`src/rtl/core/vfj_queue.sv`:
```
// ---------------------------------------------------------------------------
// vfj_queue
// Two-entry queue between the front end and the back end.
// ---------------------------------------------------------------------------
module vfj_queue #(
	parameter int W = 8
) (
	input  logic         clk,
	input  logic         arst_n,
	input  logic         wr,
	input  logic [W-1:0] wr_data,
	output logic         full,
	input  logic         rd,
	output logic         rd_valid,
	output logic [W-1:0] rd_data
);

	logic [W-1:0] entry_q [2];
	logic         wr_ptr_q;
	logic         rd_ptr_q;
	logic [1:0]   count_q;

	assign full     = (count_q == 2'd2);
	assign rd_valid = (count_q != 2'd0);
	assign rd_data  = entry_q[rd_ptr_q];

	// storage
	always_ff @(posedge clk) begin
		if (wr) begin
			entry_q[wr_ptr_q] <= wr_data;
		end
	end

	// pointers and fill level
	always_ff @(posedge clk or negedge arst_n) begin
		if (!arst_n) begin
			wr_ptr_q <= 1'b0;
			rd_ptr_q <= 1'b0;
			count_q  <= 2'd0;
		end else begin
			if (wr) begin
				wr_ptr_q <= ~wr_ptr_q;
			end
			if (rd) begin
				rd_ptr_q <= ~rd_ptr_q;
			end
			case ({wr, rd})
				2'b10:   count_q <= count_q + 2'd1;
				2'b01:   count_q <= count_q - 2'd1;
				default: count_q <= count_q;
			endcase
		end
	end

endmodule

```
`config.mk`:
```
export PLATFORM = sky130hd
export DESIGN_NAME = vfj_queue
export DESIGN_NICKNAME = d
export VERILOG_FILES = /design/src/rtl/core/vfj_queue.sv
export SDC_FILE = /design/constraint.sdc
export NUM_CORES = 1
export LEC_CHECK = 0
export BUFFER_PORTS_ARGS = -buffer_cell sky130_fd_sc_hd__buf_4
export CAP_MARGIN = 20
export CORE_UTILIZATION = 44
export CTS_BUF_LIST = sky130_fd_sc_hd__clkbuf_4
export DETAILED_ROUTE_END_ITERATION = 12
export GPL_TIMING_DRIVEN = 0
export PLACE_DENSITY_LB_ADDON = 0.15
export RECOVER_POWER = 25
export SLEW_MARGIN = 20
export SYNTH_ARGS = -nofsm -noshare
export SYNTH_HDL_FRONTEND = slang
export SYNTH_SLANG_ARGS = --single-unit
```
`constraint.sdc`:
```
create_clock -name clk -period 1.3 [get_ports clk]
set_input_delay 0.065 -clock clk [delete_from_list [all_inputs] [get_ports clk]]
set_output_delay 0.065 -clock clk [all_outputs]
set_load 0.02 [all_outputs]
```
# After elaboration in Yosys (flattened, before gate mapping)

Memory sizes are Yosys's and may differ from the RTL's.
Cells that the tools add are included.

Mux-type cells: 3
Reductions and logical operators: 2
Equal/unequal tests: 3
$add $sub $neg: 2
Bitwise operators: 2

Operators by type and width:

| operator            | number |
|---|---|
| $eq 2x2->1 const B  | 2 |
| $pmux 2 s2          | 1 |
| $reduce_bool 2->1   | 2 |
| $add 2x1->2 const B | 1 |
| $eq 2x1->1 const B  | 1 |
| $mux 1              | 2 |
| $not 1->1           | 2 |
| $sub 2x1->2 const B | 1 |

Register bits after elaboration: 4
Input port bits: 12
Word-level logic and storage cells: 16
Memories: 1
Bits in writable memories: 16

Memories:

| name    | words | bits a word | read ports | clocked after memory_dff | wr ports | line | text |
|---|---|---|---|---|---|---|---|
| entry_q | 2     | 8           | 1          | 0                        | 1        | 18   | `logic [W-1:0] entry_q [2];` |

# Longest topological paths before layout

Gate-level depths: netlist of run 1.

Depth after elaboration: 2
Depth in mapped cells: 5

# Worst setup path before layout of run 1

Ideal clock, no wire load.

Kind: register to register
From: register wr_ptr_q
To: memory entry_q[0][0] (enable)
Arrival: 0.768 ns
Stages on the path, launching flop included: 2
Required time: 0.930 ns
Path slack: 0.162 ns
Buffers on the path: 0
Cell sequence: dfrtp_1 -> nor2_1

RTL lines:

| item                   | line | text |
|---|---|---|
| start, declared        | 19   | `logic wr_ptr_q;` |
| start signal, assigned | 42   | `wr_ptr_q <= ~wr_ptr_q;` |
| end, declared          | 18   |  |

Straight into the memory's write port.

# Worst setup path in the final report of run 1

From: register rd_ptr_q
To: output rd_data[7]

Cells in the longest elaborated chain, start to end: 1

Ends and longest elaborated chain:

| item                   | line | text |
|---|---|---|
| start, declared        | 20   | `logic rd_ptr_q;` |
| start signal, assigned | 45   | `rd_ptr_q <= ~rd_ptr_q;` |
| $mem_v2 2x8            | --   |  |
| end, declared          | 15   | `output logic [W-1:0] rd_data` |

No other way between the ends.

==> results of run 1 <==
## how the worst max path moves through the flow
stage / startpoint / to / slack (ns) / cells past startpoint
global placement: wr_ptr_q$_DFFE_PN0P_ / entry_q[0][4]$_DFFE_PP_ / -0.02 / 1
CTS: rd_ptr_q$_DFFE_PN0P_ / rd_data[1] / -0.07 / 3
floorplan: wr_ptr_q$_DFFE_PN0P_ / entry_q[0][0]$_DFFE_PP_ / 0.16 / 1
finish: rd_ptr_q$_DFFE_PN0P_ / rd_data[7] / -0.06 / 3
global route: rd_ptr_q$_DFFE_PN0P_ / rd_data[7] / -0.12 / 3
detailed placement: wr_ptr_q$_DFFE_PN0P_ / entry_q[0][0]$_DFFE_PP_ / -0.06 / 1
## kinds of logic after synthesis
group / after synthesis
buffers and inverters: 2
and+or+nand+nor: 5
adders and majority gates: 1
DFF: 20
xor gates and xnor gates: 5
muxes: 8
## sequential cells by signal, summed over array words and instances, names as in the netlist
| name | flops |
|---|---|
| wr_ptr_q | 1 |
| count_q | 2 |
| rd_ptr_q | 1 |
| entry_q | 16 |
## cell type report
class                           count  area share
Timing Repair Buffer               35       0.273
Multi-Input combinational cell     19       0.177
Clock buffer                        4      0.0256
Sequential cell                    20       0.495
Buffer                              1     0.00959
Inverter                            1     0.00320
Tap cell                           16      0.0171
## routing by layer
layer | vias up | GRT usage | wire length [microns]
li1 | 226 | - | -
met1 | 235 | 0.171 | 488
met2 | 13 | 0.293 | 770
met3 | 5 | 0.0250 | 35
met4 | 0 | 0.113 | 29
met5 | - | 0 | 0
## synth_stat cells
cell type	instances
and2_1	1
and2b_2	1
buf_2	1
dfrtp_1	4
edfxtp_1	16
ha_1	1
inv_1	1
mux2_2	8
nor2_1	2
or2_2	1
xnor2_1	2
xor2_1	3
## critical path, delay by kind of cell (launching register included)
family                 cells  cell delay (ns)
buffers and inverters      2             0.28
muxes                      1             0.30
DFF                        1             0.42
## stage by stage
stage                util  setup TNS (ns)
global placement    0.604          -0.139
detailed placement  0.604          -0.499
finish              0.753          -0.396
floorplan               -               0
CTS                 0.717          -0.450
global route        0.753          -0.887
## repair_timing
action	4_1_cts	5_1_grt
endpoints found under the hold margin	22	0
hold buffers	11	0
setup buffers	1	1
gates cloned	0	1
gates resized for setup	8	13
setup endpoints to repair	16	8
## power by group
group	switching, mW	internal [mW]
Clock	0.174	0.140
Combinational	0.468	0.623
Sequential	0.0879	0.871
Total	0.730	1.63
==> impl_metrics.tcl, run 1 <==
set metrics [dict create \
    outcome "finished, violations left" \
    violations "DRC, setup timing" \
    hp-class "input pin to async pin" \
    finalHoldViolations 0 \
    dpl-instance-area_sq_um 942 \
    synth_top_family_by_area "multiplexers" \
    cts_tree "done" \
    seq_area_sq_um 581 \
    synth_seq_cells 20 \
    place_hpwl_microns 775 \
    max_freq_mhz 737 \
    synth_area_leaders "edfxtp_1 63%, dfrtp_1 13%, mux2_2 12%" \
    root_buffer "clkbuf_4" \
    yosysUniqueCellTypes 12 \
    pre_cts_slack_ns -0.0626 \
    io_buffers 21 \
    vias_per_cell 4.99 \
    yosysTopAreaCell "edfxtp_1" \
    post-place-cells 78 \
    worst-slew-pin-transition_ns 0.459 \
    synthAdderAreaFrac 0.0164 \
    synth_seq_area_share 0.759 \
    area_growth_pct 53.5 \
    drc 2 \
    synthXorXnorAreaFrac 0.0573 \
    postSynthAreaPerCell_sq_um 18.6 \
    ff2ff_path_depth 1 \
    initial_core_util 0.490 \
    synth_nets 54 \
    whs_ns 0.120 \
    dr.pass1.iters 8 \
    fin_area_sq_um 1170 \
    n_fill_cell 101 \
    p_leak_nw 0.499 \
    gp_congestion 0.662 \
    finalPower_mw 2.36 \
    cts_max_level 1 \
    n_antenna_cell 0 \
    ir_drop_uv 1210 \
    overflow 0 \
    power.density_nw_per_um2 2010 \
    multi_input_area_sq_um 208 \
    ant_nets 0 \
    cap_violations 0 \
    cp.required_ns 1.24 \
    r2r_slack_ns 0.14 \
    clock_skew_ns 0.00705 \
    synth_compound_area_frac 0 \
    fin_ws_ns -0.0569 \
    grt_usage 0.162 \
    layout_common_cells "16 x edfxtp_1, 11 x dlygate4sd3_1, 10 x buf_6, 10 x buf_4" \
    drt_iter0_markers 9 \
    criticalPathCategory "flop to primary output" \
    wl_mm 1.32 \
    finalCritPeriodShare 1.04 \
    layout_commonest_cell "edfxtp_1" \
    grt_pass1_wl_mm 2.07 \
    final_cell_count_no_fill 96 \
    clkLatencyLatePin_ns 0.30 \
    synthSimpleGateAreaFrac 0.0376 \
    crit_path_max_incr_delay_ns 0.42 \
    muxShareOfSynthArea 0.118 \
    synth_top_area_frac 0.628 \
    crit_chain "buf_6 -> mux2_4 -> buf_6" \
    routedWlPerCell_microns 13.8 \
    io_pins 22 \
    final.min_clock_period_ns 1.36 \
    nets 94 \
    grt_max_degree 12 \
    clock_sinks 20 \
    start_kind "flop" \
    cts-buffers-inserted 3 \
    dieArea_sq_um 1910 \
    grt_pass1_vias 496 \
    relSlewSlack 0.694 \
    syn_area_sq_um 764 \
    syn-instance-count 41 \
    crit-reg2reg-launch "wr_ptr_q$_DFFE_PN0P_" \
    finalSetupViolations 8 \
    crit_path_max_fanout 5 \
    path_clk_slew_ns 0.10 \
    crit_top_cell "buf_6" \
    vias 479 \
    die_y_microns 43.7 \
    rr_endpoint "entry_q[0][3]$_DFFE_PP_" \
    rows 14 \
    rsz0062_at_grt "true" \
    endpoint_kind "primary output" \
    clockBufferDepth 2 \
    arrival_ns 1.29 \
    antenna_found_initial 0 \
    slowest_stage "dfrtp_1" \
    slew_violations 0 \
    ys_warn_count 0 \
    core_area_sq_um 1560 \
    dieWidth_microns 43.7 \
    final_layout_size_suffix_gt1_frac 0.488 \
]
Power figures use the tool's default switching activity.
==> inputs of run 2 (changes only) <==
Settings changed: REMOVE_ABC_BUFFERS from default to 1, SETUP_SLACK_MARGIN from default to 0.15.
Clock period 1.3 ns to 1.7 ns, I/O delays scaled along.
==> run 2 against run 1 <==
Net effect:
- the run ends with DRC left
- sequential power is 21% lower
- wire length is 14% lower
- clock skew is 0.0046 ns lower
- hold slack improved by 0.027 ns
- non-clock buffer count fell by 4
- power decreased by 34%
- die area unchanged
- cell count down 4.2%
- final area shrank 8.4%
- sequential share of layout area is 4.7 points higher
- largest cell class unchanged
- largest power group is now registers
==> impl_metrics.tcl, run 2 (synthesized netlist as in run 1, its figures left out) <==
set metrics [dict create \
    outcome "finished, violations left" \
    violations "DRC" \
    dieArea_sq_um 1910 \
    reg_top3 "entry_q (16), count_q (2)" \
    ir_drop_uv 823 \
    layout_common_cells "16 x edfxtp_1, 16 x buf_4, 11 x dlygate4sd3_1" \
    area_growth_pct 40.6 \
    finalSetupViolations 0 \
    initial_core_util 0.490 \
    clock_sinks 20 \
    drc 2 \
    finalCritPeriodShare 0.820 \
    vias_per_cell 4.66 \
    n_antenna_cell 0 \
    rows 14 \
    power.density_nw_per_um2 1460 \
    endpoint_kind "flop" \
    hp-class "input pin to async pin" \
    cts_tree "done" \
    cts-buffers-inserted 3 \
    cp.required_ns 1.63 \
    wl_mm 1.14 \
    relSlewSlack 0.522 \
    core_area_sq_um 1560 \
    setup-tns-final_ns 0 \
    p_leak_nw 0.432 \
    die_y_microns 43.7 \
    cts_max_level 1 \
    worst-slew-pin-transition_ns 0.714 \
    clock_skew_ns 0.00241 \
    nets 90 \
    cts_setup_buffers 0 \
    clkLatencyLatePin_ns 0.29 \
    arrival_ns 1.32 \
    drt_iter0_markers 8 \
    utilization 0.689 \
    finalHoldViolations 0 \
    grt_max_degree 12 \
    ant_nets 0 \
    dr.pass1.iters 7 \
    largest_reg_flops 16 \
    grt_pass1_wl_mm 1.86 \
    overflow 0 \
    cap_violations 0 \
    criticalPathCategory "input pin to flop" \
    clockBufferDepth 2 \
    final_layout_size_suffix_gt1_frac 0.461 \
    slew_violations 0 \
    dieWidth_microns 43.7 \
    io_pins 22 \
    path_clk_slew_ns 0.10 \
    top_register "entry_q" \
    rsz0062_at_grt "false" \
    max_freq_mhz 717 \
    grt_usage 0.138 \
    gp_congestion 0.649 \
    final.min_clock_period_ns 1.39 \
    start_kind "input pin" \
    root_buffer "clkbuf_4" \
    n_fill_cell 124 \
    crit_path_max_fanout 8 \
    grt_pass1_vias 426 \
    routedWlPerCell_microns 12.4 \
    antenna_found_initial 0 \
    vias 429 \
    io_buffers 21 \
]
==> run 2: changes by cell type in the layout (fill, tap and decap cells not counted), sizes merged <==
cell,change
buf,-4
==> run 2: layout make-up <==
class / count / area [sq um] / area share
Sequential cell: 20 / 582 / 0.541
Timing Repair Buffer: 32 / 264 / 0.246
Clock buffer: 4 / 30.0 / 0.0279
Tap cell: 16 / 20.0 / 0.0186
Inverter: 1 / 3.75 / 0.00349
Multi-Input combinational cell: 19 / 175 / 0.163
==> run 2: final timing paths <==
check	start	endpoint	slack, ns	cells past startpoint
worst max-delay path	wr	entry_q[0][5]$_DFFE_PP_	0.31	4
worst min-delay path	arst_n	wr_ptr_q$_DFFE_PN0P_	0.15	2
worst max register to register	wr_ptr_q$_DFFE_PN0P_	entry_q[0][5]$_DFFE_PP_	0.36	1
worst min register to register	wr_ptr_q$_DFFE_PN0P_	wr_ptr_q$_DFFE_PN0P_	0.49	1
max in group asynchronous	arst_n	rd_ptr_q$_DFFE_PN0P_	1.34	2
min in group clk	wr_ptr_q$_DFFE_PN0P_	wr_ptr_q$_DFFE_PN0P_	0.49	1
==> run 2: worst max-delay path: stages <==
cell and delay, ns:
dlygate4sd3_1 0.53, buf_4 0.12, inv_1 0.05, nor2_1 0.54
==> run 2: power by group <==
group | leakage [nW] | switching (mW) | internal, mW
logic | 0.218 | 0.270 | 0.303
registers | 0.196 | 0.0877 | 0.668
clock network | 0.0184 | 0.131 | 0.107
==> run 2: layer usage <==
metal / wire length [microns] / vias up / track usage / part of all wire
li1: - / 216 / - / -
met1: 519 / 203 / 0.181 / 0.46
met5: 0 / - / 0 / 0
met3: 42 / 0 / 0.0500 / 0.037
met4: 0 / 0 / 0.0188 / 0
met2: 578 / 10 / 0.227 / 0.51
==> run 2: metrics by stage <==
stage	setup slack (ns)	std cells	power (mW)	cell area (sq um)	hold WS (ns)
6_report	0.305	92	1.57	1070	0.148
5_1_grt	0.227	92	1.65	1070	0.161
3_5_place_dp	0.343	77	1.33	937	-0.115
2_1_floorplan	0.562	40	1.10	759	-0.211
3_3_place_gp	0.359	77	1.32	937	-0.115
4_1_cts	0.177	92	1.58	1080	0.113
==> run 2: repair_timing <==
action                                  CTS  global route
gates resized for setup                   0             1
hold buffers                             11             0
hold endpoints to repair                 22             0
endpoints found under the setup margin    0             8
