$ cat src/rtl/core/vfj_pkg.sv
// ---------------------------------------------------------------------------
// vfj_pkg
// Shared types and constants for the vector field Jacobian stencil.
// ---------------------------------------------------------------------------
package vfj_pkg;

	// volume limits and register defaults
	localparam int DEF_MAX_SIZE_X  = 128;
	localparam int DEF_MAX_SIZE_Y  = 128;
	localparam int DEF_SAMPLE_BITS = 16;
	localparam int MIN_SIZE        = 3;
	localparam int MAX_SIZE_Z      = 4096;
	localparam int RESET_SIZE      = 128;
	localparam int ONE_Q           = 256;

	// configuration port
	localparam int CFG_IDX_W  = 2;
	localparam int CFG_DATA_W = 13;
	localparam int SZ_W       = 13;
	localparam int ZPOS_W     = 12;

	localparam logic [CFG_IDX_W-1:0] REG_SIZE_X = 2'd0;
	localparam logic [CFG_IDX_W-1:0] REG_SIZE_Y = 2'd1;
	localparam logic [CFG_IDX_W-1:0] REG_SIZE_Z = 2'd2;

	// per-item control that travels from the front end to the back end
	typedef struct packed {
		logic emit;      // this push also produces a result
		logic interior;  // centre voxel has all six neighbours
		logic last;      // final voxel of the volume
	} cmd_flags_t;

endpackage

$ cat src/rtl/core/vfj_front.sv
// ---------------------------------------------------------------------------
// vfj_front
// Front end: size registers, input and output raster positions, and the
// classification of each beat into push / emit commands for the back end.
// ---------------------------------------------------------------------------
module vfj_front #(
	parameter int MAX_SIZE_X  = 128,
	parameter int MAX_SIZE_Y  = 128,
	parameter int SAMPLE_BITS = 16,
	parameter int XCW         = 8,
	parameter int YCW         = 8
) (
	input  logic                            clk,
	input  logic                            arst_n,
	input  logic                            cfg_we,
	input  logic [vfj_pkg::CFG_IDX_W-1:0]   cfg_index,
	input  logic [vfj_pkg::CFG_DATA_W-1:0]  cfg_data,
	input  logic                            in_valid,
	input  logic                            in_func,
	input  logic [3*SAMPLE_BITS-1:0]        in_data,
	output logic                            in_ready,
	input  logic                            q_full,
	output logic                            q_wr,
	output logic [3*SAMPLE_BITS-1:0]        q_data,
	output vfj_pkg::cmd_flags_t             q_flags,
	output logic [XCW-1:0]                  size_x,
	output logic [YCW-1:0]                  size_y
);

	import vfj_pkg::*;

	localparam int XW = $clog2(MAX_SIZE_X);
	localparam int YW = $clog2(MAX_SIZE_Y);

	logic [XCW-1:0]    sx_q;
	logic [YCW-1:0]    sy_q;
	logic [SZ_W-1:0]   sz_q;
	logic [XW-1:0]     in_x_q, out_x_q;
	logic [YW-1:0]     in_y_q, out_y_q;
	logic [ZPOS_W-1:0] in_z_q, out_z_q;
	logic              rx_done_q;
	logic              accept, is_data, push, emit, warm;
	logic              in_end_x, in_end_y, in_end_z;
	logic              out_end_x, out_end_y, out_end_z, out_last, interior;
	logic              cfg_hit;

	assign size_x   = sx_q;
	assign size_y   = sy_q;
	assign in_ready = !q_full;
	assign accept   = in_valid && in_ready;
	assign is_data  = !in_func;
	assign cfg_hit  = cfg_we && (cfg_index == REG_SIZE_X || cfg_index == REG_SIZE_Y ||
		cfg_index == REG_SIZE_Z);

	// input is at least one plane, one line and one voxel ahead of the output
	assign warm = (in_z_q > ZPOS_W'(1)) ||
		((in_z_q == ZPOS_W'(1)) && ((in_y_q > YW'(1)) ||
		((in_y_q == YW'(1)) && (in_x_q >= XW'(1)))));

	assign in_end_x = (XCW'(in_x_q) == sx_q - XCW'(1));
	assign in_end_y = (YCW'(in_y_q) == sy_q - YCW'(1));
	assign in_end_z = (SZ_W'(in_z_q) == sz_q - SZ_W'(1));

	assign out_end_x = (XCW'(out_x_q) == sx_q - XCW'(1));
	assign out_end_y = (YCW'(out_y_q) == sy_q - YCW'(1));
	assign out_end_z = (SZ_W'(out_z_q) == sz_q - SZ_W'(1));
	assign out_last  = out_end_x && out_end_y && out_end_z;

	// face voxels take the identity matrix
	assign interior = (out_x_q != '0) && ((XCW+1)'(out_x_q) + (XCW+1)'(2) <= (XCW+1)'(sx_q)) &&
		(out_y_q != '0) && ((YCW+1)'(out_y_q) + (YCW+1)'(2) <= (YCW+1)'(sy_q)) &&
		(out_z_q != '0) && ((SZ_W+1)'(out_z_q) + (SZ_W+1)'(2) <= (SZ_W+1)'(sz_q));

	// classify the beat: real push, dummy push while draining, or nothing
	always_comb begin
		push = 1'b0;
		emit = 1'b0;
		if (accept) begin
			if (is_data && !rx_done_q) begin
				push = 1'b1;
				emit = warm;
			end else if (rx_done_q) begin
				push = 1'b1;
				emit = 1'b1;
			end
		end
	end

	assign q_wr             = push;
	assign q_data           = (is_data && !rx_done_q) ? in_data : '0;
	assign q_flags.emit     = emit;
	assign q_flags.interior = interior;
	assign q_flags.last     = out_last;

	// size registers, clamped on write
	always_ff @(posedge clk or negedge arst_n) begin
		if (!arst_n) begin
			sx_q <= XCW'((RESET_SIZE > MAX_SIZE_X) ? MAX_SIZE_X : RESET_SIZE);
			sy_q <= YCW'((RESET_SIZE > MAX_SIZE_Y) ? MAX_SIZE_Y : RESET_SIZE);
			sz_q <= SZ_W'(RESET_SIZE);
		end else if (cfg_we) begin
			case (cfg_index)
				REG_SIZE_X: begin
					if (int'(cfg_data[7:0]) < MIN_SIZE) sx_q <= XCW'(MIN_SIZE);
					else if (int'(cfg_data[7:0]) > MAX_SIZE_X) sx_q <= XCW'(MAX_SIZE_X);
					else sx_q <= XCW'(cfg_data[7:0]);
				end
				REG_SIZE_Y: begin
					if (int'(cfg_data[7:0]) < MIN_SIZE) sy_q <= YCW'(MIN_SIZE);
					else if (int'(cfg_data[7:0]) > MAX_SIZE_Y) sy_q <= YCW'(MAX_SIZE_Y);
					else sy_q <= YCW'(cfg_data[7:0]);
				end
				REG_SIZE_Z: begin
					if (int'(cfg_data) < MIN_SIZE) sz_q <= SZ_W'(MIN_SIZE);
					else if (int'(cfg_data) > MAX_SIZE_Z) sz_q <= SZ_W'(MAX_SIZE_Z);
					else sz_q <= SZ_W'(cfg_data);
				end
				default: begin
				end
			endcase
		end
	end

	// raster positions on both sides; restart on a size register write or after the last result
	always_ff @(posedge clk or negedge arst_n) begin
		if (!arst_n) begin
			in_x_q    <= '0;
			in_y_q    <= '0;
			in_z_q    <= '0;
			out_x_q   <= '0;
			out_y_q   <= '0;
			out_z_q   <= '0;
			rx_done_q <= 1'b0;
		end else if (cfg_hit || (emit && out_last)) begin
			in_x_q    <= '0;
			in_y_q    <= '0;
			in_z_q    <= '0;
			out_x_q   <= '0;
			out_y_q   <= '0;
			out_z_q   <= '0;
			rx_done_q <= 1'b0;
		end else begin
			if (accept && is_data && !rx_done_q) begin
				if (in_end_x) begin
					in_x_q <= '0;
					if (in_end_y) begin
						in_y_q <= '0;
						if (in_end_z) rx_done_q <= 1'b1;
						else in_z_q <= in_z_q + ZPOS_W'(1);
					end else begin
						in_y_q <= in_y_q + YW'(1);
					end
				end else begin
					in_x_q <= in_x_q + XW'(1);
				end
			end
			if (emit) begin
				if (out_end_x) begin
					out_x_q <= '0;
					if (out_end_y) begin
						out_y_q <= '0;
						out_z_q <= out_z_q + ZPOS_W'(1);
					end else begin
						out_y_q <= out_y_q + YW'(1);
					end
				end else begin
					out_x_q <= out_x_q + XW'(1);
				end
			end
		end
	end

endmodule

$ cat config.mk
export PLATFORM = sky130hd
export DESIGN_NAME = vfj_front
export DESIGN_NICKNAME = d
export VERILOG_FILES = /design/src/rtl/core/vfj_pkg.sv /design/src/rtl/core/vfj_front.sv
export SDC_FILE = /design/constraint.sdc
export NUM_CORES = 1
export LEC_CHECK = 0
export ABC_AREA = 1
export ABC_CLOCK_PERIOD_IN_PS = 3750
export BUFFER_PORTS_ARGS = -buffer_cell sky130_fd_sc_hd__buf_2
export CAP_MARGIN = 25
export CORE_MARGIN = 3
export CORE_UTILIZATION = 54
export CTS_CLUSTER_DIAMETER = 40
export DETAILED_ROUTE_END_ITERATION = 10
export PLACE_DENSITY = 0.89
export SKIP_CTS_REPAIR_TIMING = 1
export SLEW_MARGIN = 10
export SYNTH_ARGS = -nofsm -noshare
export SYNTH_HDL_FRONTEND = slang
export SYNTH_SLANG_ARGS = --single-unit
$ cat constraint.sdc
create_clock -name clk -period 3.75 [get_ports clk]
set_input_delay 0.375 -clock clk [delete_from_list [all_inputs] [get_ports clk]]
set_output_delay 0.375 -clock clk [all_outputs]
set_load 0.05 [all_outputs]
### Word level (Yosys, flattened, before mapping)

Cells that the tools add are included.

| word-level totals | value |
|---|---|
| register bits | 82 |
| input bits | 69 |
| output and inout port bits | 69 |
| logic and storage cells | 123 |

| operators by class | value |
|---|---|
| $add $sub $neg | 12 |
| $lt $le $gt $ge | 10 |
| equality and inequality tests | 11 |
| muxes and demuxes | 38 |
| reductions and logical operators | 42 |

Operators with widths:

| cell | number |
|---|---|
| 12-bit two-way mux | 9 |
| 7-bit two-way mux | 14 |
| 48-bit two-way mux | 1 |
| 7-bit by 8-bit == test with 1-bit output | 4 |
| 7-bit by 1-bit adder with 7-bit output (second input constant) | 4 |
| 12-bit by 13-bit == test with 1-bit output | 2 |
| 13-bit two-way mux | 2 |
| 12-bit by 1-bit adder with 12-bit output (second input constant) | 2 |
| 7-bit by 2-bit adder with 8-bit output (second input constant) | 2 |
| 8-bit <= comparator | 2 |
| 8-bit two-way mux | 2 |
| 8-bit by 1-bit subtractor with 8-bit output (second input constant) | 2 |
| 1-bit logical AND | 15 |
| 2-bit nonzero test | 7 |
| 7-bit nonzero test | 2 |
| 12-bit by 2-bit adder with 13-bit output (second input constant) | 1 |
| 13-bit > comparator (second input constant) | 1 |
| 13-bit <= comparator | 1 |
| 13-bit by 2-bit less-than comparator with 1-bit output (second input constant) | 1 |
| 13-bit by 1-bit subtractor with 13-bit output (second input constant) | 1 |
| 12-bit by 1-bit == test with 1-bit output (second input constant) | 1 |
| 12-bit by 1-bit > comparator with 1-bit output (second input constant) | 1 |
| 12-bit nonzero test | 1 |
| 1-bit two-way mux | 10 |
| 14 further kinds | 25 |

### Longest topological paths before layout

Gate-level depths: netlist (run 1).

| logic depth | value |
|---|---|
| word-level depth | 11 |
| depth in mapped cells | 20 |
| gate-level depth less buffers | 19 |

### Worst setup path before layout (run 1)

No wires, ideal clock.

| timing path | value |
|---|---|
| path kind | register to output |
| start | register out_z_q[5] |
| end | output port q_flags[1] (netlist bit) |
| arrival time | 2.302 ns |
| data required time | 3.375 ns |
| path slack | 1.073 ns |
| cell stages (with the launch flop) | 15 |
| buffers on the path | 2 |
| path through | dfrtp_1 > clkbuf_1 > nand2_1 > nor3_1 > nand2_1 > nor3_1 > xor2_1 > ha_1 > nand2_1 > inv_1 > nand3_1 > nor4_1 > a21oi_1 > nor2_1 > buf_4 |

| on the way | value |
|---|---|
| cells in the longest elaborated chain, start to end | 3 |
| elaborated cells between the ends (all ways) | 5 |
| classes of those cells | add/sub (1); order compare (1); reduce/logical (3) |

RTL lines:

| what | line | text |
|---|---|---|
| start: declaration | vfj_front.sv:40 | `logic [ZPOS_W-1:0] in_z_q, out_z_q;` |
| start signal: assignment | vfj_front.sv:162 | `out_z_q <= out_z_q + ZPOS_W'(1);` |
| 12-bit by 2-bit adder with 13-bit output or 12-bit nonzero test (tied branches) | vfj_front.sv:72 | `(out_z_q != '0) && ((SZ_W+1)'(out_z_q) + (SZ_W+1)'(2) <= (SZ_W+1)'(sz_q));` |
| 13-bit <= comparator or 1-bit logical AND (tied branches) | vfj_front.sv:72, vfj_front.sv:71 |  |
| 1-bit logical AND * | vfj_front.sv:72 |  |
| end: declaration | vfj_front.sv:25 | `output vfj_pkg::cmd_flags_t q_flags,` |

Mark *: on every way between the ends. The rest lies on a longest branch, timed or not.

==> results of run 1 <==
worst max-delay path, cell delays in order (launching register included):
cell,delay [ps]
dfrtp_1,510
nand2_1,140
nor3_1,150
buf_4,150
nand2_1,80
nor3_1,350
xor2_1,140
ha_1,290
nand2_1,40
inv_1,60
nand3_1,70
nor4_1,170
a21oi_1,110
nor2_1,140
buf_2,280
sequential cells by signal, indices dropped and copies added, names as in the netlist:
| name | cells |
|---|---|
| rx_done_q | 1 |
| out_y_q | 7 |
| out_x_q | 7 |
| sz_q | 13 |
| size_x | 8 |
| in_x_q | 7 |
| out_z_q | 12 |
| in_z_q | 12 |
| in_y_q | 7 |
| size_y | 8 |
per-stage QoR:
stage	cells	total power [uW]	hold WS, ps	cell area, um2	util, %
2_1_floorplan	1151	3510	79.4	7590	-
3_3_place_gp	1435	4100	491	8330	61.7
4_1_cts	1450	5090	123	8620	63.8
6_report	1450	5110	96.3	8620	63.8
5_1_grt	1450	5520	146	8620	63.8
3_5_place_dp	1435	4180	500	8330	61.7
kinds of logic (layout without fill, tap and decap cells):
group,after synthesis,count (layout),synth area share [%]
xor+xnor,68,68,8.21
fa+ha+maj,48,48,7.92
compound gates,125,125,9.80
buf+inv,219,342,11.8
flops,82,82,27.1
simple gates,609,609,35.2
per-layer routing:
metal	GRT usage, %	vias to the layer above	routed length [um]
met5	0	-	0
met4	10.1	0	613
met3	4.93	53	1360
met2	49.1	307	10900
met1	37.9	3671	9500
li1	-	3914	-
path summary, 6_finish.rpt:
path / to / slack [ps]
max in group asynchronous: out_y_q[5] / 2840
hold reg to reg: size_y[7] / 540
setup / recovery: q_flags[1] / 350
min in group clk: sz_q[9] / 300
setup reg to reg: in_y_q[1] / 440
hold / removal: sz_q[6] / 100
power breakdown:
part	internal (uW)	switching, uW
clock network	514	369
registers	1110	407
logic	913	1790
area by class of cell:
cell class	count	area (um2)
Multi-Input combinational cell	850	4630
Inverter	184	691
Tap cell	176	220
Sequential cell	82	2060
Clock buffer	11	233
Timing Repair Buffer	143	733
Fill cell	1232	4880
Clock inverter	4	53.8
placed cells by master, fill, tap and decap left out, types with 6 or more instances in the layout:
| master | n |
|---|---|
| nor4_1 | 8 |
| o21ai_2 | 8 |
| ha_1 | 48 |
| a21oi_1 | 50 |
| nor2_1 | 137 |
| buf_4 | 7 |
| nand4_1 | 12 |
| o22ai_1 | 19 |
| dfrtp_1 | 79 |
| clkbuf_16 | 9 |
| xor2_1 | 59 |
| inv_1 | 178 |
| nand2_1 | 270 |
| inv_2 | 6 |
| o21ai_0 | 29 |
| xnor2_1 | 7 |
| nand3_1 | 128 |
| buf_2 | 136 |
| nor3_1 | 25 |
==> impl_metrics.env, run 1 <==
export IMPL_worst_clock_skew_ps=10.0
export IMPL_vias=7945
export IMPL_status="finished, final reports clean"
export IMPL_cp_end_kind="primary output"
export IMPL_max_vdd_ir_drop_mv=0.411
export IMPL_grt_pass1_vias=7618
export IMPL_cts_made_buffers=9
export IMPL_finalWorstPathRequiredPeriod_ps=3400
export IMPL_grt_pass1_wl_um=37600
export IMPL_hpwl_um=17800
export IMPL_htreeDepth=3
export IMPL_relSlewSlack_pct=47.8
export IMPL_avgSynthCellArea_um2=6.59
export IMPL_portBuffers=137
export IMPL_ios=138
export IMPL_tightest_slew_ps=781
export IMPL_async_reset_ff_share_pct=100
export IMPL_clock_latency_ps=350
export IMPL_hold_class="primary input to async pin"
export IMPL_fmax_mhz=294
export IMPL_dr_first_iter_drc_count=676
export IMPL_critPathLaunchType="register"
export IMPL_antenna_found_initial=0
export IMPL_n_antenna_cell=0
export IMPL_ys_top_cells_by_count="270 x nand2_1, 178 x inv_1, 137 x nor2_1, 128 x nand3_1, 79 x dfrtp_1"
export IMPL_synth_nets=1268
export IMPL_critPathLaunch="out_z_q[5]"
export IMPL_synth_seq_cells=82
export IMPL_ys_top_cells_by_area="dfrtp_1 26%, nand2_1 13%, inv_1 8.8%"
export IMPL_num_rows=42
export IMPL_antenna_left=0
export IMPL_die_w_um=125
export IMPL_clk_pin_slew_ps=60
export IMPL_min_period_over_period_pct=90.6
export IMPL_wl_um=22400
export IMPL_vias_per_cell=5.48
export IMPL_arrival_ps=3020
export IMPL_slew_violations=0
export IMPL_synth_most_common_cell="nand2_1"
export IMPL_path_max_fanout=8
export IMPL_hold_viol_final=0
export IMPL_cts_sinks=82
export IMPL_seq_area_frac_synth_pct=27.1
export IMPL_core_um2=13500
export IMPL_p_leak_uw=0.00476
export IMPL_clk_path_buf_depth=2
export IMPL_clockRootBuffer="clkbuf_16"
export IMPL_maxCapViolCount=0
export IMPL_crit_required_ps=3380
export IMPL_area_delta_synth_final_pct=13.6
export IMPL_synth_top_cell_area_share_pct=26.1
export IMPL_die_area_um2=15500
export IMPL_synth_edf_count=0
export IMPL_nets=1387
export IMPL_place_gp_congestion=0.994
export IMPL_setup_tns_ps=0
export IMPL_setup_viol_count_final=0
export IMPL_initial_core_util_pct=56.2
export IMPL_worstSetupPathType="register to primary output"
export IMPL_ff2ff_path_depth=16
export IMPL_grt_usage_pct=29.2
export IMPL_dp_slack_ps=501
export IMPL_grt_start_max_net_pins=60
export IMPL_first_pass_iters=5
export IMPL_yosys_area_top_type="dfrtp_1"
export IMPL_synthCells=1151
export IMPL_final_setup_worst_slack_ps=351
export IMPL_power_density_nw_per_um2=592
export IMPL_overflow=0
export IMPL_wl_per_cell_um=15.5
export IMPL_die_y_um=125
export IMPL_ys_warn_count=0
export IMPL_drive_gt1_share_pct=15.4
export IMPL_cts_tree="yes"
export IMPL_drcViolationCount=0
export IMPL_synthDistinctLibCells=46
export IMPL_synthFlopType="dfrtp_1"
export IMPL_rsz0062_at_grt="false"
export IMPL_reg2reg_from="size_x[0]"
export IMPL_syn_area_um2=7590
Power figures use the tool's default switching activity.
==> run 2, diff against run 1 <==
--- a/config.mk
+++ b/config.mk
@@ -13,9 +13,10 @@
 export CORE_UTILIZATION = 54
 export CTS_CLUSTER_DIAMETER = 40
 export DETAILED_ROUTE_END_ITERATION = 10
+export MAX_ROUTING_LAYER = met4
 export PLACE_DENSITY = 0.89
 export SKIP_CTS_REPAIR_TIMING = 1
-export SLEW_MARGIN = 10
+export SLEW_MARGIN = 20
 export SYNTH_ARGS = -nofsm -noshare
 export SYNTH_HDL_FRONTEND = slang
 export SYNTH_SLANG_ARGS = --single-unit
==> impl_metrics.env, run 2 (synthesized netlist as in run 1, its figures left out) <==
export IMPL_crit_required_ps=3380
export IMPL_portBuffers=137
export IMPL_critPathLaunchType="register"
export IMPL_grt_pass1_vias=7641
export IMPL_arrival_ps=3070
export IMPL_crit_top_cell="nand2_1"
export IMPL_dp_slack_ps=533
export IMPL_hold_class="primary input to async pin"
export IMPL_clk_path_buf_depth=2
export IMPL_finalWorstPathRequiredPeriod_ps=3450
export IMPL_power_density_nw_per_um2=594
export IMPL_num_rows=42
export IMPL_cts_sinks=82
export IMPL_drive_gt1_share_pct=15.3
export IMPL_core_um2=13500
export IMPL_tightest_slew_ps=803
export IMPL_grt_usage_pct=30.1
export IMPL_maxCapViolCount=0
export IMPL_nets=1386
export IMPL_wl_um=22700
export IMPL_wl_per_cell_um=15.6
export IMPL_die_area_um2=15500
export IMPL_htreeDepth=3
export IMPL_die_y_um=125
export IMPL_p_leak_uw=0.00475
export IMPL_final_setup_worst_slack_ps=303
export IMPL_cp_slowest_stage_delay_ps=470
export IMPL_vias_per_cell=5.50
export IMPL_antenna_left=0
export IMPL_cts_tree="yes"
export IMPL_antenna_found_initial=0
export IMPL_critPathLaunch="out_z_q[3]"
export IMPL_cp_end_kind="primary output"
export IMPL_drcViolationCount=0
export IMPL_cp_top_family="simple AND/OR/NAND/NOR gates"
export IMPL_rsz0062_at_grt="false"
export IMPL_min_period_over_period_pct=91.9
export IMPL_clock_latency_ps=360
export IMPL_cp_slowest_cell="dfrtp_1"
export IMPL_cts_made_buffers=9
export IMPL_initial_core_util_pct=56.2
export IMPL_clockRootBuffer="clkbuf_16"
export IMPL_die_w_um=125
export IMPL_total_power_uw=5110
export IMPL_reg2reg_from="sz_q[0]"
export IMPL_slew_violations=0
export IMPL_max_vdd_ir_drop_mv=0.374
export IMPL_worst_clock_skew_ps=11.4
export IMPL_grt_pass1_wl_um=37500
export IMPL_area_delta_synth_final_pct=13.4
export IMPL_worstSetupPathType="register to primary output"
export IMPL_final_cell_mix="270 x nand2_1, 178 x inv_1, 137 x nor2_1, 136 x buf_2, 128 x nand3_1"
export IMPL_clk_pin_slew_ps=60
export IMPL_overflow=0
export IMPL_dr_first_iter_drc_count=643
export IMPL_top_register="sz_q"
export IMPL_vias=7979
export IMPL_cp_cell_sequence="inv_1, nor3_1, nand2_1, xor2_1, ha_1, nand2_1, inv_1, o21ai_0, nand2_1, o21ai_0, nand2_1, nand3_1, a21oi_1, nor2_1, buf_2"
export IMPL_setup_tns_ps=0
export IMPL_grt_start_max_net_pins=54
export IMPL_first_pass_iters=5
export IMPL_status="finished, final reports clean"
export IMPL_setup_viol_count_final=0
export IMPL_fmax_mhz=290
export IMPL_hpwl_um=18000
export IMPL_largest_reg_flops=13
export IMPL_path_max_fanout=7
export IMPL_crit_buf_inv=3
export IMPL_ios=138
export IMPL_r2r_setup_slack_ps=460
export IMPL_n_antenna_cell=0
export IMPL_largest_registers="sz_q x13, in_z_q x12, out_z_q x12"
export IMPL_place_gp_congestion=1.00
export IMPL_mostFrequentLayoutCell="nand2_1"
export IMPL_hold_viol_final=0
export IMPL_relSlewSlack_pct=46.3
run 2: cell types whose count changed in the layout (fill, tap and decap cells not counted):
| cell | previous run | this run |
|---|---|---|
| buf_4 | 7 | 6 |
| bufinv_16 | 1 | 0 |
| clkbuf_1 | 2 | 3 |
| clkbuf_8 | 0 | 1 |
| clkinvlp_4 | 2 | 1 |
| inv_6 | 0 | 1 |
run 2: power by group:
part | total, uW | internal (uW) | switching, uW
clock network | 867 | 472 | 395
logic | 2730 | 912 | 1820
registers | 1510 | 1110 | 404
run 2: per-layer routing:
layer  vias to the layer above  global-route usage (%)  part of all wire [%]
met5                         -                       -                     0
li1                       3906                       -                     -
met3                        80                    5.06                   5.8
met2                       297                    48.6                    48
met1                      3696                    37.5                    42
met4                         0                    12.1                   3.9
run 2: layout make-up:
cell class              count  area [um2]
clock buffers              13         250
clock inverters             3        25.0
fillers                  1242        4900
inverters                 184         691
multi-input cells         850        4630
flip-flops and latches     82        2060
well taps                 176         220
repair buffers            142         726
run 2: metrics by stage:
step	hold slack [ps]	instances	util [%]	instance area (um2)
global placement	455	1434	61.7	8330
finish	58.2	1450	63.7	8600
detailed placement	465	1434	61.7	8330
global route	130	1450	63.7	8600
CTS	98.6	1450	63.7	8600
floorplan	79.4	1151	-	7590
run 2: worst paths after layout:
| kind | depth (start not counted) | to |
|---|---|---|
| worst max-delay path | 15 | q_flags[1] |
| worst min-delay path | 1 | sz_q[1] |
| worst max register to register | 19 | in_y_q[0] |
| worst min register to register | 2 | size_y[7] |
| max in group asynchronous | 2 | sz_q[7] |
| min in group clk | 3 | sz_q[10] |
==> run 3, diff against run 2 <==
--- a/config.mk
+++ b/config.mk
@@ -15,6 +15,7 @@
 export DETAILED_ROUTE_END_ITERATION = 10
 export MAX_ROUTING_LAYER = met4
 export PLACE_DENSITY = 0.89
+export REMOVE_ABC_BUFFERS = 1
 export SKIP_CTS_REPAIR_TIMING = 1
 export SLEW_MARGIN = 20
 export SYNTH_ARGS = -nofsm -noshare
==> impl_metrics.env, run 3 (synthesized netlist as in run 1, its figures left out) <==
export IMPL_status="finished, final reports clean"
export IMPL_reg2reg_to="in_y_q[1]"
export IMPL_ios=138
export IMPL_finalWorstPathRequiredPeriod_ps=3520
export IMPL_grt_util_met2_pct=49.1
export IMPL_slew_violations=0
export IMPL_fin_cells=1452
export IMPL_largest_reg_flops=13
export IMPL_wl_um=23500
export IMPL_critPathLaunch="out_z_q[5]"
export IMPL_initial_core_util_pct=56.2
export IMPL_htreeDepth=3
export IMPL_total_power_uw=5270
export IMPL_overflow=0
export IMPL_maxCapViolCount=0
export IMPL_path_max_fanout=8
export IMPL_die_area_um2=15500
export IMPL_mostFrequentLayoutCell="nand2_1"
export IMPL_cts_made_buffers=9
export IMPL_fillers=1214
export IMPL_reg2reg_from="sz_q[0]"
export IMPL_cts_tree="yes"
export IMPL_crit_required_ps=3380
export IMPL_gr_usage_met3_pct=6.56
export IMPL_worstSetupPathType="register to primary output"
export IMPL_min_period_over_period_pct=94.0
export IMPL_hold_viol_final=0
export IMPL_rsz0062_at_grt="false"
export IMPL_vias=8115
export IMPL_tightest_slew_ps=724
export IMPL_grt_pass1_vias=7458
export IMPL_setup_viol_count_final=0
export IMPL_worst_clock_skew_ps=9.06
export IMPL_largest_registers="sz_q x13, in_z_q x12, out_z_q x12"
export IMPL_antenna_left=0
export IMPL_nets=1386
export IMPL_ff2ff_path_depth=19
export IMPL_critPathLaunchType="register"
export IMPL_use_met1_pct=36.6
export IMPL_power_density_nw_per_um2=608
export IMPL_cts_sinks=82
export IMPL_drcViolationCount=0
export IMPL_antenna_found_initial=2
export IMPL_clockRootBuffer="clkbuf_16"
export IMPL_first_pass_iters=6
export IMPL_dr_first_iter_drc_count=687
export IMPL_cp_end_kind="primary output"
export IMPL_final_cell_mix="270 x nand2_1, 178 x inv_1, 137 x nor2_1, 136 x buf_2, 128 x nand3_1"
export IMPL_setup_tns_ps=0
export IMPL_die_y_um=125
export IMPL_p_leak_uw=0.00479
export IMPL_grt_busiest_layer="met2"
export IMPL_relSlewSlack_pct=51.8
export IMPL_placedCellCount=1434
export IMPL_vias_per_cell=5.59
export IMPL_clk_path_buf_depth=2
export IMPL_drive_gt1_share_pct=15.5
export IMPL_die_w_um=125
export IMPL_top_register="sz_q"
export IMPL_grt_start_max_net_pins=56
export IMPL_core_um2=13500
export IMPL_grt_usage_pct=30.7
export IMPL_place_gp_congestion=1.02
export IMPL_area_delta_synth_final_pct=14.3
export IMPL_r2r_setup_slack_ps=430
export IMPL_clock_latency_ps=350
export IMPL_crit_end="q_flags[1]"
export IMPL_num_rows=42
export IMPL_hold_class="primary input to async pin"
export IMPL_max_vdd_ir_drop_mv=0.392
export IMPL_fmax_mhz=284
export IMPL_wl_per_cell_um=16.2
export IMPL_grt_pass1_wl_um=37500
export IMPL_hpwl_um=18700
export IMPL_clk_pin_slew_ps=60
export IMPL_arrival_ps=3150
export IMPL_portBuffers=137
[run 3: cell type report]
cell class              instances  area, um2  area share [%]
inverters                     184        691            7.97
repair buffers                142        726            8.37
clock buffers                  12        267            3.07
clock inverters                 4       72.6           0.837
well taps                     176        220            2.54
flip-flops and latches         82       2060            23.7
diodes                          2       5.00          0.0577
multi-input cells             850       4630            53.4
[run 3: routing by layer]
layer	routed length (um)	vias to the layer above
li1	-	3916
met1	9290	3710
met2	11000	421
met3	2140	68
met4	1080	0
met5	0	-
[run 3: through the flow]
step | util [%] | cell area [um2] | hold WS (ps) | setup slack [ps]
global route | 64.2 | 8670 | 124 | 24.9
detailed placement | 61.7 | 8330 | 484 | 531
global placement | 61.7 | 8330 | 470 | 618
CTS | 64.2 | 8670 | 110 | 276
floorplan | - | 7380 | 79.4 | 549
finish | 64.2 | 8670 | 68.5 | 226
[run 3: how the worst min path moves through the flow]
stage / from / endpoint / depth (start not counted) / slack [ps]
finish: arst_n / in_z_q[4] / 1 / 70
detailed placement: arst_n / in_z_q[10] / 1 / 480
global placement: arst_n / in_z_q[9] / 1 / 470
floorplan: arst_n / in_x_q[0] / 0 / 80
CTS: arst_n / in_y_q[2] / 1 / 110
global route: arst_n / in_z_q[4] / 1 / 120
[run 3: critical path, stage by stage, from the launching register on]
cell and delay [ps]:
dfrtp_1 540, nand2_1 150, nor3_1 360, nand2_1 150
nor3_1 290, xor2_1 110, ha_1 280, nand2_1 50
inv_1 60, nand3_1 60, nor4_1 210, a21oi_1 100
nor2_1 140, buf_2 280
[run 3: power by group]
part           switching [uW]  internal (uW)  total, uW
Clock                     373            637       1010
Combinational            1820            908       2730
Sequential                422           1110       1530
Total                    2620           2650       5270
